--- config.mk ---
export PLATFORM = sky130hd
export DESIGN_NAME = lrdq_ram
export DESIGN_NICKNAME = d
export VERILOG_FILES = /design/src/sv/lrdq_ram.sv
export SDC_FILE = /design/constraint.sdc
export NUM_CORES = 1
export LEC_CHECK = 0
export CAP_MARGIN = 10
export CORE_UTILIZATION = 56
export DETAILED_ROUTE_END_ITERATION = 6
export DONT_BUFFER_PORTS = 1
export PLACE_DENSITY = 0.78
export SLEW_MARGIN = 20
export SYNTH_ARGS = -nofsm -noshare
export SYNTH_HDL_FRONTEND = slang
export SYNTH_SLANG_ARGS = --single-unit
--- constraint.sdc ---
create_clock -name clk -period 3.9 [get_ports clk]
set_input_delay 0.975 -clock clk [delete_from_list [all_inputs] [get_ports clk]]
set_output_delay 0.975 -clock clk [all_outputs]
set_load 0.005 [all_outputs]
--- src/sv/lrdq_ram.sv ---
// ----------------------------------------------------------------------------
// lrdq_ram
// Generic simple dual-port RAM, one write port, one registered read port.
// ----------------------------------------------------------------------------
`timescale 1ns / 1ps
`default_nettype none

module lrdq_ram #(
	parameter int unsigned WIDTH = 8,
	parameter int unsigned DEPTH = 16
) (
	input  wire logic                     clk,
	input  wire logic                     we,
	input  wire logic [$clog2(DEPTH)-1:0] waddr,
	input  wire logic [WIDTH-1:0]         wdata,
	input  wire logic                     re,
	input  wire logic [$clog2(DEPTH)-1:0] raddr,
	output logic      [WIDTH-1:0]         rdata
);

	logic [WIDTH-1:0] mem_q [DEPTH];

	always_ff @(posedge clk) begin
		if (we) begin
			mem_q[waddr] <= wdata;
		end
		if (re) begin
			rdata <= mem_q[raddr];
		end
	end

endmodule

`default_nettype wire

==> results_dict.tcl <==
set metrics [dict create \
    ys_seq_area_frac 0.781 \
    crit_path_max_fanout 8 \
    power_frac_seq 0.517 \
    arrival_ns 2.11 \
    cts_max_level 4 \
    grt_pass1_vias 2260 \
    worstMarginPinSlew_ns 0.798 \
    hpwl_um 5460 \
    synth_area_leaders "edfxtp_1 78%, mux4_2 7.8%, mux4_1 7.0%" \
    ioPinCount 27 \
    die_y_um 98.6 \
    power_mw 3.21 \
    grt_util_all_layers 0.208 \
    ant_nets 0 \
    path_delay_family "simple AND/OR/NAND/NOR gates" \
    met2_usage 0.322 \
    drc_errors 0 \
    criticalPathCategory "in2reg" \
    holdCritStartpoint "wdata[6]" \
    clockRootBuffer "clkbuf_8" \
    postSynthAreaPerCell_um2 22.8 \
    drt_wl_total_um 9090 \
    final_nets 260 \
    cp_data_required_time_ns 4.04 \
    power.internal_mw 2.59 \
    cp_slowest_cell "nor2_1" \
    hold_path_end "mem_q[4][6]" \
    endpoint_kind "register" \
    cpPeakStageDelay_ns 0.63 \
    dr.pass1.iters 5 \
    mostFrequentLayoutCell "edfxtp_1" \
    synth_cell_types 18 \
    final_cell_mix "136 x edfxtp_1, 18 x mux4_2, 16 x a22oi_1, 16 x clkbuf_16, 14 x mux4_1" \
    wire_per_inst_um 25.1 \
    overflow 0 \
    fin_crit_sh 0.506 \
    hold_class "in2reg" \
    cts.sinks 136 \
    synth_top_area_frac 0.781 \
    syn_to_final_growth_pct 12.0 \
    cts_tree "built" \
    reg2regPathDepth 3 \
    skew_ns 0.00766 \
    switching_share 0.191 \
    clk_path_buf_depth 2 \
    use_met1 0.283 \
    yosysTopAreaCell "edfxtp_1" \
    path_buf_inv 0 \
    synth_area_um2 5230 \
    peakVddDrop_mv 0.318 \
    maxCapViolCount 0 \
    cts_hold_buf 0 \
    gr-max-usage-layer "met2" \
    fillers 540 \
    switchingPower_uw 613 \
    power.density_nw_per_um2 548 \
    grt_util_met3 0.0688 \
    clk_pin_slew_worst_paths_ns 0.06 \
    start_util 0.588 \
    io_buffers 0 \
    final_hold_viol_count 0 \
    clockPowerShare 0.456 \
    cp_cell_sequence "or3b_2 > nor2_1" \
    status "completed" \
    drive_gt1_frac 0.205 \
    grt_pass1_wl_um 13500 \
    gp_congestion 0.815 \
    antenna_found_initial 0 \
    r2r_start "mem_q[3][5]" \
    crit_cells 2 \
    min_period_ns 1.97 \
    die_area_um2 9720 \
    synth_nets 248 \
    yosys_warnings 0 \
    critPathLaunchType "input port" \
    netlist_instances 229 \
    n_antenna_cell 0 \
    ff2ff_setup_slack_ns 2.24 \
    finalMaxSlewViolations 0 \
    ys_ff_latch 136 \
    clock.fmax_ghz 0.507 \
    worstReg2RegEnd "rdata[5]" \
    cts_setup_buffers 0 \
    fin_tns_setup_ns 0 \
    worstSkewPairLatency_ns 0.52 \
    via_count 2305 \
    rsz0062_at_grt "no" \
    setup_viol 0 \
    holdPathStages 0 \
    row_count 34 \
    post_drt_via_cell_ratio 6.37 \
    drt_iter0_drc 299 \
    numCtsBuffers 17 \
    maxSlewHeadroom 0.466 \
    grt_max_degree 33 \
    core_area_um2 8890 \
    cts.repair.resized 0 \
    die_x_um 98.6 \
    p_leak_nw 1.89 \
    p_comb_frac 0.027 \
]
-- through the flow --
stage	area (µm²)	instances	worst slack, ns	util	hold slack (ns)
6_report	5850	362	1.93	0.658	0.551
2_1_floorplan	5230	229	1.43	-	0.705
3_3_place_gp	5300	330	1.51	0.596	0.726
4_1_cts	5850	362	1.93	0.658	0.526
5_1_grt	5850	362	1.89	0.658	0.520
3_5_place_dp	5300	330	1.38	0.596	0.728
-- layer usage --
metal	vias to the layer above	wire length, µm
met4	0	104
met2	127	4570
met1	1162	3630
met3	12	783
met5	-	0
li1	1004	-
-- worst max path at each step --
stage                  start     endpoint  slack [ns]
floorplan           waddr[2]  mem_q[0][0]        1.43
global route        waddr[2]  mem_q[2][1]        1.89
detailed placement  waddr[2]  mem_q[2][4]        1.38
CTS                 waddr[2]  mem_q[2][1]        1.93
finish              waddr[2]  mem_q[2][1]        1.93
global placement    waddr[2]  mem_q[2][2]        1.51
-- power groups by stage --
| stage | Clock, mW | Sequential, mW | Combinational, mW |
|---|---|---|---|
| after CTS | 1.48 | 1.66 | 0.0870 |
| after global placement | 0 | 1.69 | 0.0849 |
| after detailed placement | 0 | 1.69 | 0.0865 |
| after global routing | 1.54 | 1.66 | 0.0919 |
| final | 1.46 | 1.66 | 0.0865 |
| after floorplan | 0 | 1.68 | 0.0831 |
-- registers in the layout, summed over array words and instances (netlist names) --
name   cells
rdata      8
mem_q    128
-- layout make-up --
class | instances | area [µm²] | area share
flip-flops and latches | 136 | 4080 | 0.698
multi-input cells | 83 | 1060 | 0.181
clock buffers | 18 | 418 | 0.0714
well taps | 108 | 135 | 0.0231
clock inverters | 14 | 133 | 0.0227
repair buffers | 3 | 22.5 | 0.00385
-- cell families (layout without fill, tap and decap cells) --
| family | count (synthesis) | count (layout) | share of synthesized area |
|---|---|---|---|
| flops | 136 | 136 | 0.781 |
| simple gates | 35 | 35 | 0.0314 |
| mux | 32 | 32 | 0.148 |
| compound gates | 16 | 16 | 0.0230 |
| buf+inv | 10 | 35 | 0.0165 |
-- synth_stat cells, drive strengths merged --
cell type	count
clkdlybuf4s25	3
mux4	32
edfxtp	136
nand2b	2
nor2b	1
or3b	1
nand2	9
nand3	1
nor2	13
nor3	4
buf	7
and2	1
nand3b	2
a22oi	16
and2b	1
Power figures use the tool's default switching activity.
