===== src/sv/lrdq_pkg.sv =====
// ----------------------------------------------------------------------------
// lrdq_pkg
// Types, codes and defaults of the descriptor ring queue.
// ----------------------------------------------------------------------------
`timescale 1ns / 1ps
`default_nettype none

package lrdq_pkg;

	localparam int unsigned DEF_MAX_SLOTS = 4096;

	localparam int unsigned CFG_IDX_W  = 2;
	localparam int unsigned CFG_DATA_W = 23;
	localparam int unsigned CFG_SLOT_W = 13;

	localparam logic [CFG_IDX_W-1:0] CFG_SLOT_COUNT    = 2'd0;
	localparam logic [CFG_IDX_W-1:0] CFG_PAYLOAD_LIMIT = 2'd1;
	localparam logic [CFG_IDX_W-1:0] CFG_PEER_CLOSED   = 2'd2;

	localparam logic [12:0] RST_SLOT_COUNT    = 13'd256;
	localparam logic [22:0] RST_PAYLOAD_LIMIT = 23'd4096;

	localparam logic [2:0] ACT_PUBLISH = 3'd0;
	localparam logic [2:0] ACT_BORROW  = 3'd1;
	localparam logic [2:0] ACT_COMMIT  = 3'd2;
	localparam logic [2:0] ACT_TAKE    = 3'd3;
	localparam logic [2:0] ACT_TAIL    = 3'd4;

	localparam logic [2:0] ST_OK      = 3'd0;
	localparam logic [2:0] ST_EMPTY   = 3'd1;
	localparam logic [2:0] ST_INVALID = 3'd2;
	localparam logic [2:0] ST_CLOSED  = 3'd3;
	localparam logic [2:0] ST_FULL    = 3'd4;
	localparam logic [2:0] ST_DROPPED = 3'd5;
	localparam logic [2:0] ST_STALE   = 3'd6;

	typedef struct packed {
		logic [2:0]  action;
		logic [22:0] data_len;
		logic        reliable_mode;
		logic [63:0] stamp_time;
		logic [11:0] target_slot;
		logic [63:0] read_cursor;
		logic [63:0] tail_value;
	} lrdq_in_t;

	typedef struct packed {
		logic [2:0]  status;
		logic [11:0] slot_index;
		logic [63:0] seq_number;
		logic [22:0] slot_size;
		logic [63:0] slot_time;
		logic [63:0] drop_count;
		logic        notify;
	} lrdq_out_t;

	typedef struct packed {
		logic [63:0] seq;
		logic [22:0] len;
		logic [63:0] stamp;
	} slot_meta_t;

endpackage

`default_nettype wire


===== src/sv/lrdq_core.sv =====
// ----------------------------------------------------------------------------
// lrdq_core
// Request decode, ring counters and result formation for one request.
// ----------------------------------------------------------------------------
`timescale 1ns / 1ps
`default_nettype none

module lrdq_core import lrdq_pkg::*; #(
	parameter int unsigned IW = $clog2(DEF_MAX_SLOTS)
) (
	input  wire logic        clk,
	input  wire logic        arst_n,
	input  wire lrdq_in_t    req,
	input  wire logic        advance,
	input  wire logic [IW-1:0] mask,
	input  wire logic [22:0] payload_limit,
	input  wire logic        peer_closed,
	input  wire slot_meta_t  meta,
	output lrdq_out_t        rsp,
	output logic             wr_en,
	output logic [IW-1:0]    wr_addr,
	output slot_meta_t       wr_data
);

	logic [63:0] head_q, tail_q, drops_q;
	logic [63:0] head_d, tail_d, drops_d;
	logic        wr_req;
	logic        room;
	logic        oversize;
	logic [IW-1:0] head_idx, tgt_idx, cur_idx;

	assign room     = (head_q - tail_q) <= (64'(mask) - 64'd1);
	assign oversize = req.data_len > payload_limit;
	assign head_idx = head_q[IW-1:0] & mask;
	assign tgt_idx  = IW'(req.target_slot) & mask;
	assign cur_idx  = req.read_cursor[IW-1:0] & mask;

	always_comb begin
		rsp     = '0;
		wr_req  = 1'b0;
		wr_addr = head_idx;
		wr_data = '{seq: head_q, len: req.data_len, stamp: req.stamp_time};
		head_d  = head_q;
		tail_d  = tail_q;
		drops_d = drops_q;
		case (req.action)
			ACT_PUBLISH, ACT_BORROW: begin
				if (req.action == ACT_PUBLISH && oversize) begin
					rsp.status = ST_INVALID;
				end else if (peer_closed) begin
					rsp.status = ST_CLOSED;
				end else if (!room) begin
					if (req.reliable_mode) begin
						rsp.status = ST_FULL;
					end else begin
						drops_d    = drops_q + 64'd1;
						rsp.status = ST_DROPPED;
					end
				end else if (req.action == ACT_PUBLISH) begin
					wr_req     = 1'b1;
					head_d     = head_q + 64'd1;
					rsp.notify = 1'b1;
				end else begin
					rsp.slot_index = 12'(head_idx);
				end
			end
			ACT_COMMIT: begin
				if (oversize) begin
					rsp.status = ST_INVALID;
				end else begin
					wr_req     = 1'b1;
					wr_addr    = tgt_idx;
					head_d     = head_q + 64'd1;
					rsp.notify = 1'b1;
				end
			end
			ACT_TAKE: begin
				if (head_q == req.read_cursor) begin
					rsp.status = ST_EMPTY;
				end else begin
					rsp.slot_index = 12'(cur_idx);
					if (meta.seq < req.read_cursor) begin
						rsp.status = ST_STALE;
					end else begin
						rsp.seq_number = meta.seq;
						rsp.slot_size  = meta.len;
						rsp.slot_time  = meta.stamp;
					end
				end
			end
			ACT_TAIL: begin
				tail_d = req.tail_value;
			end
			default: begin
			end
		endcase
		rsp.drop_count = drops_d;
	end

	assign wr_en = advance && wr_req;

	always_ff @(posedge clk or negedge arst_n) begin
		if (!arst_n) begin
			head_q  <= '0;
			tail_q  <= '0;
			drops_q <= '0;
		end else if (advance) begin
			head_q  <= head_d;
			tail_q  <= tail_d;
			drops_q <= drops_d;
		end
	end

endmodule

`default_nettype wire


===== config.mk =====
export PLATFORM = sky130hd
export DESIGN_NAME = lrdq_core
export DESIGN_NICKNAME = d
export VERILOG_FILES = /design/src/sv/lrdq_pkg.sv /design/src/sv/lrdq_core.sv
export SDC_FILE = /design/constraint.sdc
export NUM_CORES = 1
export LEC_CHECK = 0
export ABC_AREA = 1
export CAP_MARGIN = 25
export CORE_AREA = 2 2 318 320
export DETAILED_ROUTE_END_ITERATION = 8
export DIE_AREA = 0 0 320 322
export DONT_BUFFER_PORTS = 1
export GPL_TIMING_DRIVEN = 0
export PLACE_DENSITY_LB_ADDON = 0.05
export SYNTH_ARGS = -nofsm -noshare
export SYNTH_HDL_FRONTEND = slang
export SYNTH_SLANG_ARGS = --single-unit

===== constraint.sdc =====
create_clock -name clk -period 14.8 [get_ports clk]
set_input_delay 0.74 -clock clk [delete_from_list [all_inputs] [get_ports clk]]
set_output_delay 0.74 -clock clk [all_outputs]
set_load 0.01 [all_outputs]

==> summary.md, run 1 <==
| Metric | Value |
|---|---|
| Synth Area in Simple Gates | `35.22%` |
| Critical Path RT | `14.06 ns` |
| Largest net degree at the start of global routing | `193` |
| Syn_area_per_cell | `6.251 µm²` |
| Clock Pin Slew Worst Setup and Hold Paths | `0.10 ns` |
| Iter 0 DRT Violations | `1,976` |
| Die Y | `322 µm` |
| Most common cell after layout, fill and taps aside | `nand2_1` |
| Fill cells | `11,490` |
| Pwr/cell area | `80.57 nW/µm²` |
| Post-synthesis adder-cell area fraction | `11.47%` |
| Pint | `1.113 mW` |
| Largest fanout on the critical path | `10` |
| Cell variety after synth | `55` |
| DP HPWL | `115,900 µm` |
| Num CTS Buffers | `17` |
| Max-slew violation count | `0` |
| Compound-Gate Fraction of Synth Area | `13.45%` |
| Sequential area share after synthesis | `20.25%` |
| # rows | `116` |
| Comb pwr share | `43.5%` |
| Synth Cell Area | `23,730 µm²` |
| Post-place setup slack | `7.294 ns` |
| Synth Instances | `3,796` |
| Routed Antenna Nets | `0` |
| Minimum clock period | `8.071 ns` |
| Mux share of post-synthesis cell area | `0.09492%` |
| Worst setup EP type | `primary output` |
| Final GP Congestion | `0.9467` |
| # DRC | `0` |
| Largest family of logic cells by synthesized area | `simple AND/OR/NAND/NOR gates` |
| Most frequent cells in the layout | `1,076 x nand2_1, 457 x inv_1, 394 x a21oi_1` |
| Setup TNS | `0 ns` |
| Seq cells post-synth | `192` |
| Layout area overhead | `9.703%` |
| H-tree lvl count | `4` |
| Initial antenna violation count | `7` |
| GRT Util Overall | `25.42%` |
| R2R Path Start | `head_q[0]$_DFFE_PN0P_` |
| Yosys warnings | `0` |
| Max cap viols | `0` |
| # nets final | `4,458` |
| Vias per cell | `5.007` |
| Setup CP Type | `reg -> out` |
| Final Worst Setup Slack | `6.729 ns` |
| Layout cell share with drive strength beyond 1 | `6.679%` |
| RSZ-0062 raised after global routing | `no` |
| GRT overflow | `0` |
| Die W | `320 µm` |
| Clk Latency, worst-skew pair | `0.52 ns` |
| Final instance count without filler cells | `5,133` |
| Bufs and invs on worst path | `5` |
| Starting Density | `23.83%` |
| Worst-margin pin slew | `1.134 ns` |
| CTS tree | `yes` |
| Routed WL | `136,800 µm` |
| Final Skew | `0.02747 ns` |
| Worst R2R End | `drops_q[32]$_DFFE_PN0P_` |
| Post-synth EDFFs | `0` |
| Most frequent cell on the critical path | `nand2_1` |
| First-pass GRT wire length | `187,800 µm` |
| Drt first pass iters | `6` |
| Clk pwr share | `24.1%` |
| Critical Path Start Type | `register` |
| Crit-path leading delay family | `simple AND/OR/NAND/NOR gates` |
| Psw | `0.9841 mW` |
| Clock buffer depth | `2` |
| XOR/XNOR Fraction of Synth Area | `6.423%` |
| Drt wl/cell | `26.66 µm` |
| Core area | `99,570 µm²` |
| Post-CTS setup buffers | `0` |
| Slowest cell on crit path | `dfrtp_1` |
| Total power | `2.097 mW` |
| Hold Violations, Final | `0` |
| Arr. time, crit path | `7.33 ns` |
| Max VDD drop | `74.68 µV` |
| Reg2Reg Depth | `27` |
| Syn Nets | `4,434` |
| Reg2reg setup slack | `7.67 ns` |
| Via count | `25,701` |
| Worst path max stage delay | `0.77 ns` |
| Clk root buf | `clkbuf_16` |
| Die area | `103,000 µm²` |
| Sw frac | `46.92%` |
| Setup violations, final | `0` |
| Ys async rst share | `100.0%` |
| Vias in the first global route | `24,666` |
| Peak Freq | `0.1239 GHz` |
| Num ports | `816` |
| Inst Count DP | `5,098` |
| IO Port Bufs | `0` |
| Outcome | `finished clean` |
| Sequential power share | `32.4%` |
| Max-slew headroom | `24.38%` |
| Worst hold path type | `in -> async` |
| Leakage | `11.95 nW` |
| Period utilization | `54.54%` |
| Clock sinks | `192` |
| Main synth FF type | `dfrtp_1` |
==> cell families after synthesis <==
| kind of cell | after synthesis |
|---|---|
| AOI/OAI and AO/OA | 596 |
| muxes | 2 |
| xor gates and xnor gates | 174 |
| buffers and inverters | 686 |
| adders and majority gates | 217 |
| and+or+nand+nor | 1929 |
| DFF | 192 |
==> worst reg2reg max path, stage by stage (launching register included) <==
cell      delay (ns)
dfrtp_1         0.77
inv_1           0.46
ha_1            0.39
fa_1            0.45
o21ai_1         0.25
nand2_1         0.08
o211ai_1        0.23
nand2_1         0.10
nand2_1         0.20
a21boi_0        0.23
o21ai_1         0.53
nand3_1         0.29
nand3_1         0.13
nand2_1         0.07
ha_1            0.27
nand2_1         0.04
nor2_1          0.11
nand2_1         0.07
inv_1           0.10
nand3_1         0.14
nor2_1          0.34
nand3_2         0.40
nand3b_1        0.29
inv_1           0.10
nand3_1         0.10
xor2_1          0.65
nand2_1         0.17
nand2_1         0.11
==> per-layer routing <==
layer	vias to the layer above	GRT usage [%]	part of all wire, %
li1	12416	-	-
met1	12215	33.33	44
met2	937	40.95	46
met3	125	7.545	8.2
met4	8	5.676	2.1
met5	-	0	0.034
==> layout make-up <==
class | instances | area, µm² | area share [%]
Inverter | 462 | 1734 | 6.662
Antenna cell | 2 | 5.005 | 0.01923
Clock buffer | 17 | 425.4 | 1.634
Buffer | 224 | 1371 | 5.268
Tap cell | 1298 | 1624 | 6.239
Multi-Input combinational cell | 2918 | 15820 | 60.77
Timing Repair Buffer | 5 | 100.1 | 0.3845
Sequential cell | 192 | 4805 | 18.46
Clock inverter | 15 | 147.6 | 0.5672
==> registers in the layout, summed over array words and instances (netlist names) <==
register	cells
head_q	64
drops_q	64
tail_q	64
==> repair_timing <==
item / CTS / global route
hold buffers: 1 / 0
resized for setup: 0 / 0
endpoints found under the setup margin: 0 / 0
endpoints found under the hold margin: 192 / 0
==> cell usage after synthesis (all sizes together), types with 24 or more instances <==
library cell	number	share of area, %
a31oi	24	0.63
nand2	1083	17
xor2	130	4.8
dfrtp	192	20
nand3	178	4.0
nor3	100	2.3
a21oi	397	8.5
o21ai	118	2.5
clkbuf	48	0.76
ha	216	11
inv	462	7.3
buf	176	5.0
nand4	146	3.9
xnor2	44	1.6
nor4	26	0.74
nor2	357	5.9
==> power by group through the flow <==
stage               Combinational (mW)  Sequential [mW]  Clock (mW)
CTS                              0.916            0.681       0.525
floorplan                        0.628            0.640           0
finish                           0.911            0.680       0.506
global placement                 0.901            0.692           0
global route                      1.02            0.687       0.539
detailed placement               0.898            0.691           0
==> stage by stage <==
stage               cell area, µm²  hold slack (ns)  utilization [%]
floorplan                    23730           0.4444                -
global placement             25350           0.4546            25.46
detailed placement           25420           0.4562            25.54
CTS                          26030           0.3272            26.14
global route                 26030           0.3520            26.14
finish                       26030           0.2960            26.14
==> worst max path at each step <==
stage,from,to,slack (ns),depth (start not counted)
CTS,head_q[0]$_DFFE_PN0P_,wr_en,6.67,27
finish,head_q[0]$_DFFE_PN0P_,wr_en,6.73,27
global placement,mask[2],wr_en,6.44,22
global route,head_q[0]$_DFFE_PN0P_,wr_en,6.39,27
detailed placement,head_q[0]$_DFFE_PN0P_,wr_en,7.29,27
floorplan,mask[2],rsp[217],8.86,20
Note: power is estimated with default switching activity, not from simulation.
==> inputs of run 2 (changes only) <==
Clock period 14.8 ns to 8.2 ns, I/O delays scaled along.
==> summary.md, run 2 (synthesis results as in run 1) <==
| Metric | Value |
|---|---|
| DP HPWL | `115,900 µm (unchanged)` |
| Iter 0 DRT Violations | `1,856 (-6.1%)` |
| H-tree lvl count | `4 (unchanged)` |
| GRT Util Overall | `25.42% (about the same)` |
| Top flop regs | `drops_q (64), head_q (64), tail_q (64)` |
| Final Cell Area | `26,040 µm² (about the same)` |
| Routed WL | `136,800 µm (about the same)` |
| Worst R2R End | `drops_q[32]$_DFFE_PN0P_` |
| Routed Antenna Nets | `0 (unchanged)` |
| Multi-input logic area | `15,820 µm² (unchanged)` |
| M2 GR Usage | `40.95% (unchanged)` |
| GRT overflow | `0 (unchanged)` |
| Max-slew headroom | `24.52% (+0.14 points)` |
| Num CTS Buffers | `17 (unchanged)` |
| Clock sinks | `192 (unchanged)` |
| Failing checks | `negative hold slack` |
| Setup violations, final | `0 (unchanged)` |
| Fill cells | `11,491 (+0.0087%)` |
| CTS tree | `yes` |
| Period utilization | `94.09%` |
| Drt wl/cell | `26.65 µm (about the same)` |
| Pwr/cell area | `145.4 nW/µm² (+80%)` |
| Vias in the first global route | `24,675 (+0.036%)` |
| Initial antenna violation count | `7 (unchanged)` |
| GR peak layer | `met2` |
| FF+latch area | `4805 µm² (unchanged)` |
| Critical Path RT | `7.79 ns (-6.27 ns)` |
| First-pass GRT wire length | `187,800 µm (about the same)` |
| Arr. time, crit path | `7.31 ns (-0.02 ns)` |
| Hold_ws | `-0.03506 ns (-0.3311 ns)` |
| Final GP Congestion | `0.9467 (unchanged)` |
| Most frequent cell on the critical path | `nand2_1` |
| Setup CP Type | `reg -> out` |
| # nets final | `4,459 (+0.022%)` |
| Layout cell share with drive strength beyond 1 | `6.677% (about the same)` |
| Leakage | `11.96 nW (about the same)` |
| Worst-margin pin slew | `1.132 ns (-0.002075 ns)` |
| Reg2reg setup slack | `1.06 ns (-6.61 ns)` |
| Placed cell areas | `25,420 µm² (unchanged)` |
| Clk Latency, worst-skew pair | `0.53 ns (about the same)` |
| Clk root buf | `clkbuf_16` |
| Max-slew violation count | `0 (unchanged)` |
| Outcome | `finished, violations left` |
| Reg2Reg Depth | `27 (unchanged)` |
| Hold Violations, Final | `6 (+6)` |
| Bufs and invs on worst path | `5 (unchanged)` |
| Largest fanout on the critical path | `10 (unchanged)` |
| Post-CTS setup buffers | `0 (unchanged)` |
| Drt first pass iters | `5 (-1)` |
| Slowest cell on crit path | `dfrtp_1` |
| Layout area overhead | `9.745% (about the same)` |
| Die W | `320 µm (unchanged)` |
| # hold bufs at CTS | `2 (+1)` |
| RSZ-0062 raised after global routing | `no` |
| Met3 usage | `7.558% (+0.013 points)` |
| Peak Freq | `0.1296 GHz` |
| Starting Density | `23.83% (unchanged)` |
| # rows | `116 (unchanged)` |
| Worst path max stage delay | `0.77 ns (about the same)` |
| Vias per cell | `5.012 (+0.11%)` |
| Max VDD drop | `134.8 µV (+81%)` |
| Most common cell after layout, fill and taps aside | `nand2_1` |
| Die Y | `322 µm (unchanged)` |
| Largest net degree at the start of global routing | `193 (unchanged)` |
| Worst setup EP type | `primary output` |
| Worst hold path type | `in -> async` |
| Max cap viols | `0 (unchanged)` |
| Via count | `25,734 (+0.13%)` |
| # DRC | `0 (unchanged)` |
| Num ports | `816 (unchanged)` |
| Die area | `103,000 µm² (unchanged)` |
| Critical Path Start Type | `register` |
| Crit-path leading delay family | `simple AND/OR/NAND/NOR gates` |
| Setup TNS | `0 ns (unchanged)` |
| Minimum clock period | `7.715 ns` |
| Total power | `3.787 mW (+81%)` |
| R2R Path Start | `head_q[0]$_DFFE_PN0P_` |
| Most frequent cells in the layout | `1,076 x nand2_1, 457 x inv_1, 394 x a21oi_1` |
| Post-CTS sizing | `0 (unchanged)` |
| Clock Pin Slew Worst Setup and Hold Paths | `0.11 ns (about the same)` |
| Met1 Use GR | `33.32% (about the same)` |
| Core area | `99,570 µm² (unchanged)` |
| IO Port Bufs | `0 (unchanged)` |
| Final Skew | `0.02893 ns (+0.001458 ns)` |
| Clock buffer depth | `2 (unchanged)` |
run 2: worst max path at each step:
stage | startpoint | end | slack [ns] | cells past startpoint
after CTS | head_q[0]$_DFFE_PN0P_ | wr_en | 0.40 | 27
final | head_q[0]$_DFFE_PN0P_ | wr_en | 0.48 | 27
after floorplan | mask[2] | rsp[217] | 2.92 | 20
after global routing | head_q[0]$_DFFE_PN0P_ | wr_en | 0.12 | 27
after global placement | mask[2] | wr_en | 0.50 | 22
after detailed placement | head_q[0]$_DFFE_PN0P_ | wr_en | 1.02 | 27
run 2: metrics by stage:
step           util (%)  hold slack [ns]  setup WS, ns  cells
3_5_place_dp      25.54           0.1262         1.024   5098
2_1_floorplan         -           0.1144         2.919   3796
6_report          26.15         -0.03506        0.4846   5134
3_3_place_gp      25.46           0.1246        0.5001   5094
4_1_cts           26.15         0.002709        0.4026   5132
5_1_grt           26.15          0.02202        0.1165   5133
run 2: area by class of cell:
| type | count | share of cell area, % |
|---|---|---|
| Antenna cell | 2 | 0.01922 |
| Buffer | 224 | 5.266 |
| Clock buffer | 17 | 1.634 |
| Clock inverter | 15 | 0.5670 |
| Inverter | 462 | 6.660 |
| Multi-Input combinational cell | 2918 | 60.74 |
| Sequential cell | 192 | 18.45 |
| Tap cell | 1298 | 6.237 |
| Timing Repair Buffer | 6 | 0.4228 |
run 2: power by group:
group          switching (mW)  leakage, nW  internal (mW)
logic                    1.12         9.24          0.532
registers               0.178         2.45           1.05
clock network           0.485        0.267          0.427
total                    1.78         12.0           2.01
run 2: routing by layer:
layer	wire length, µm	up-vias
li1	-	12424
met2	62430	955
met1	60200	12227
met5	48	-
met4	2838	8
met3	11310	120
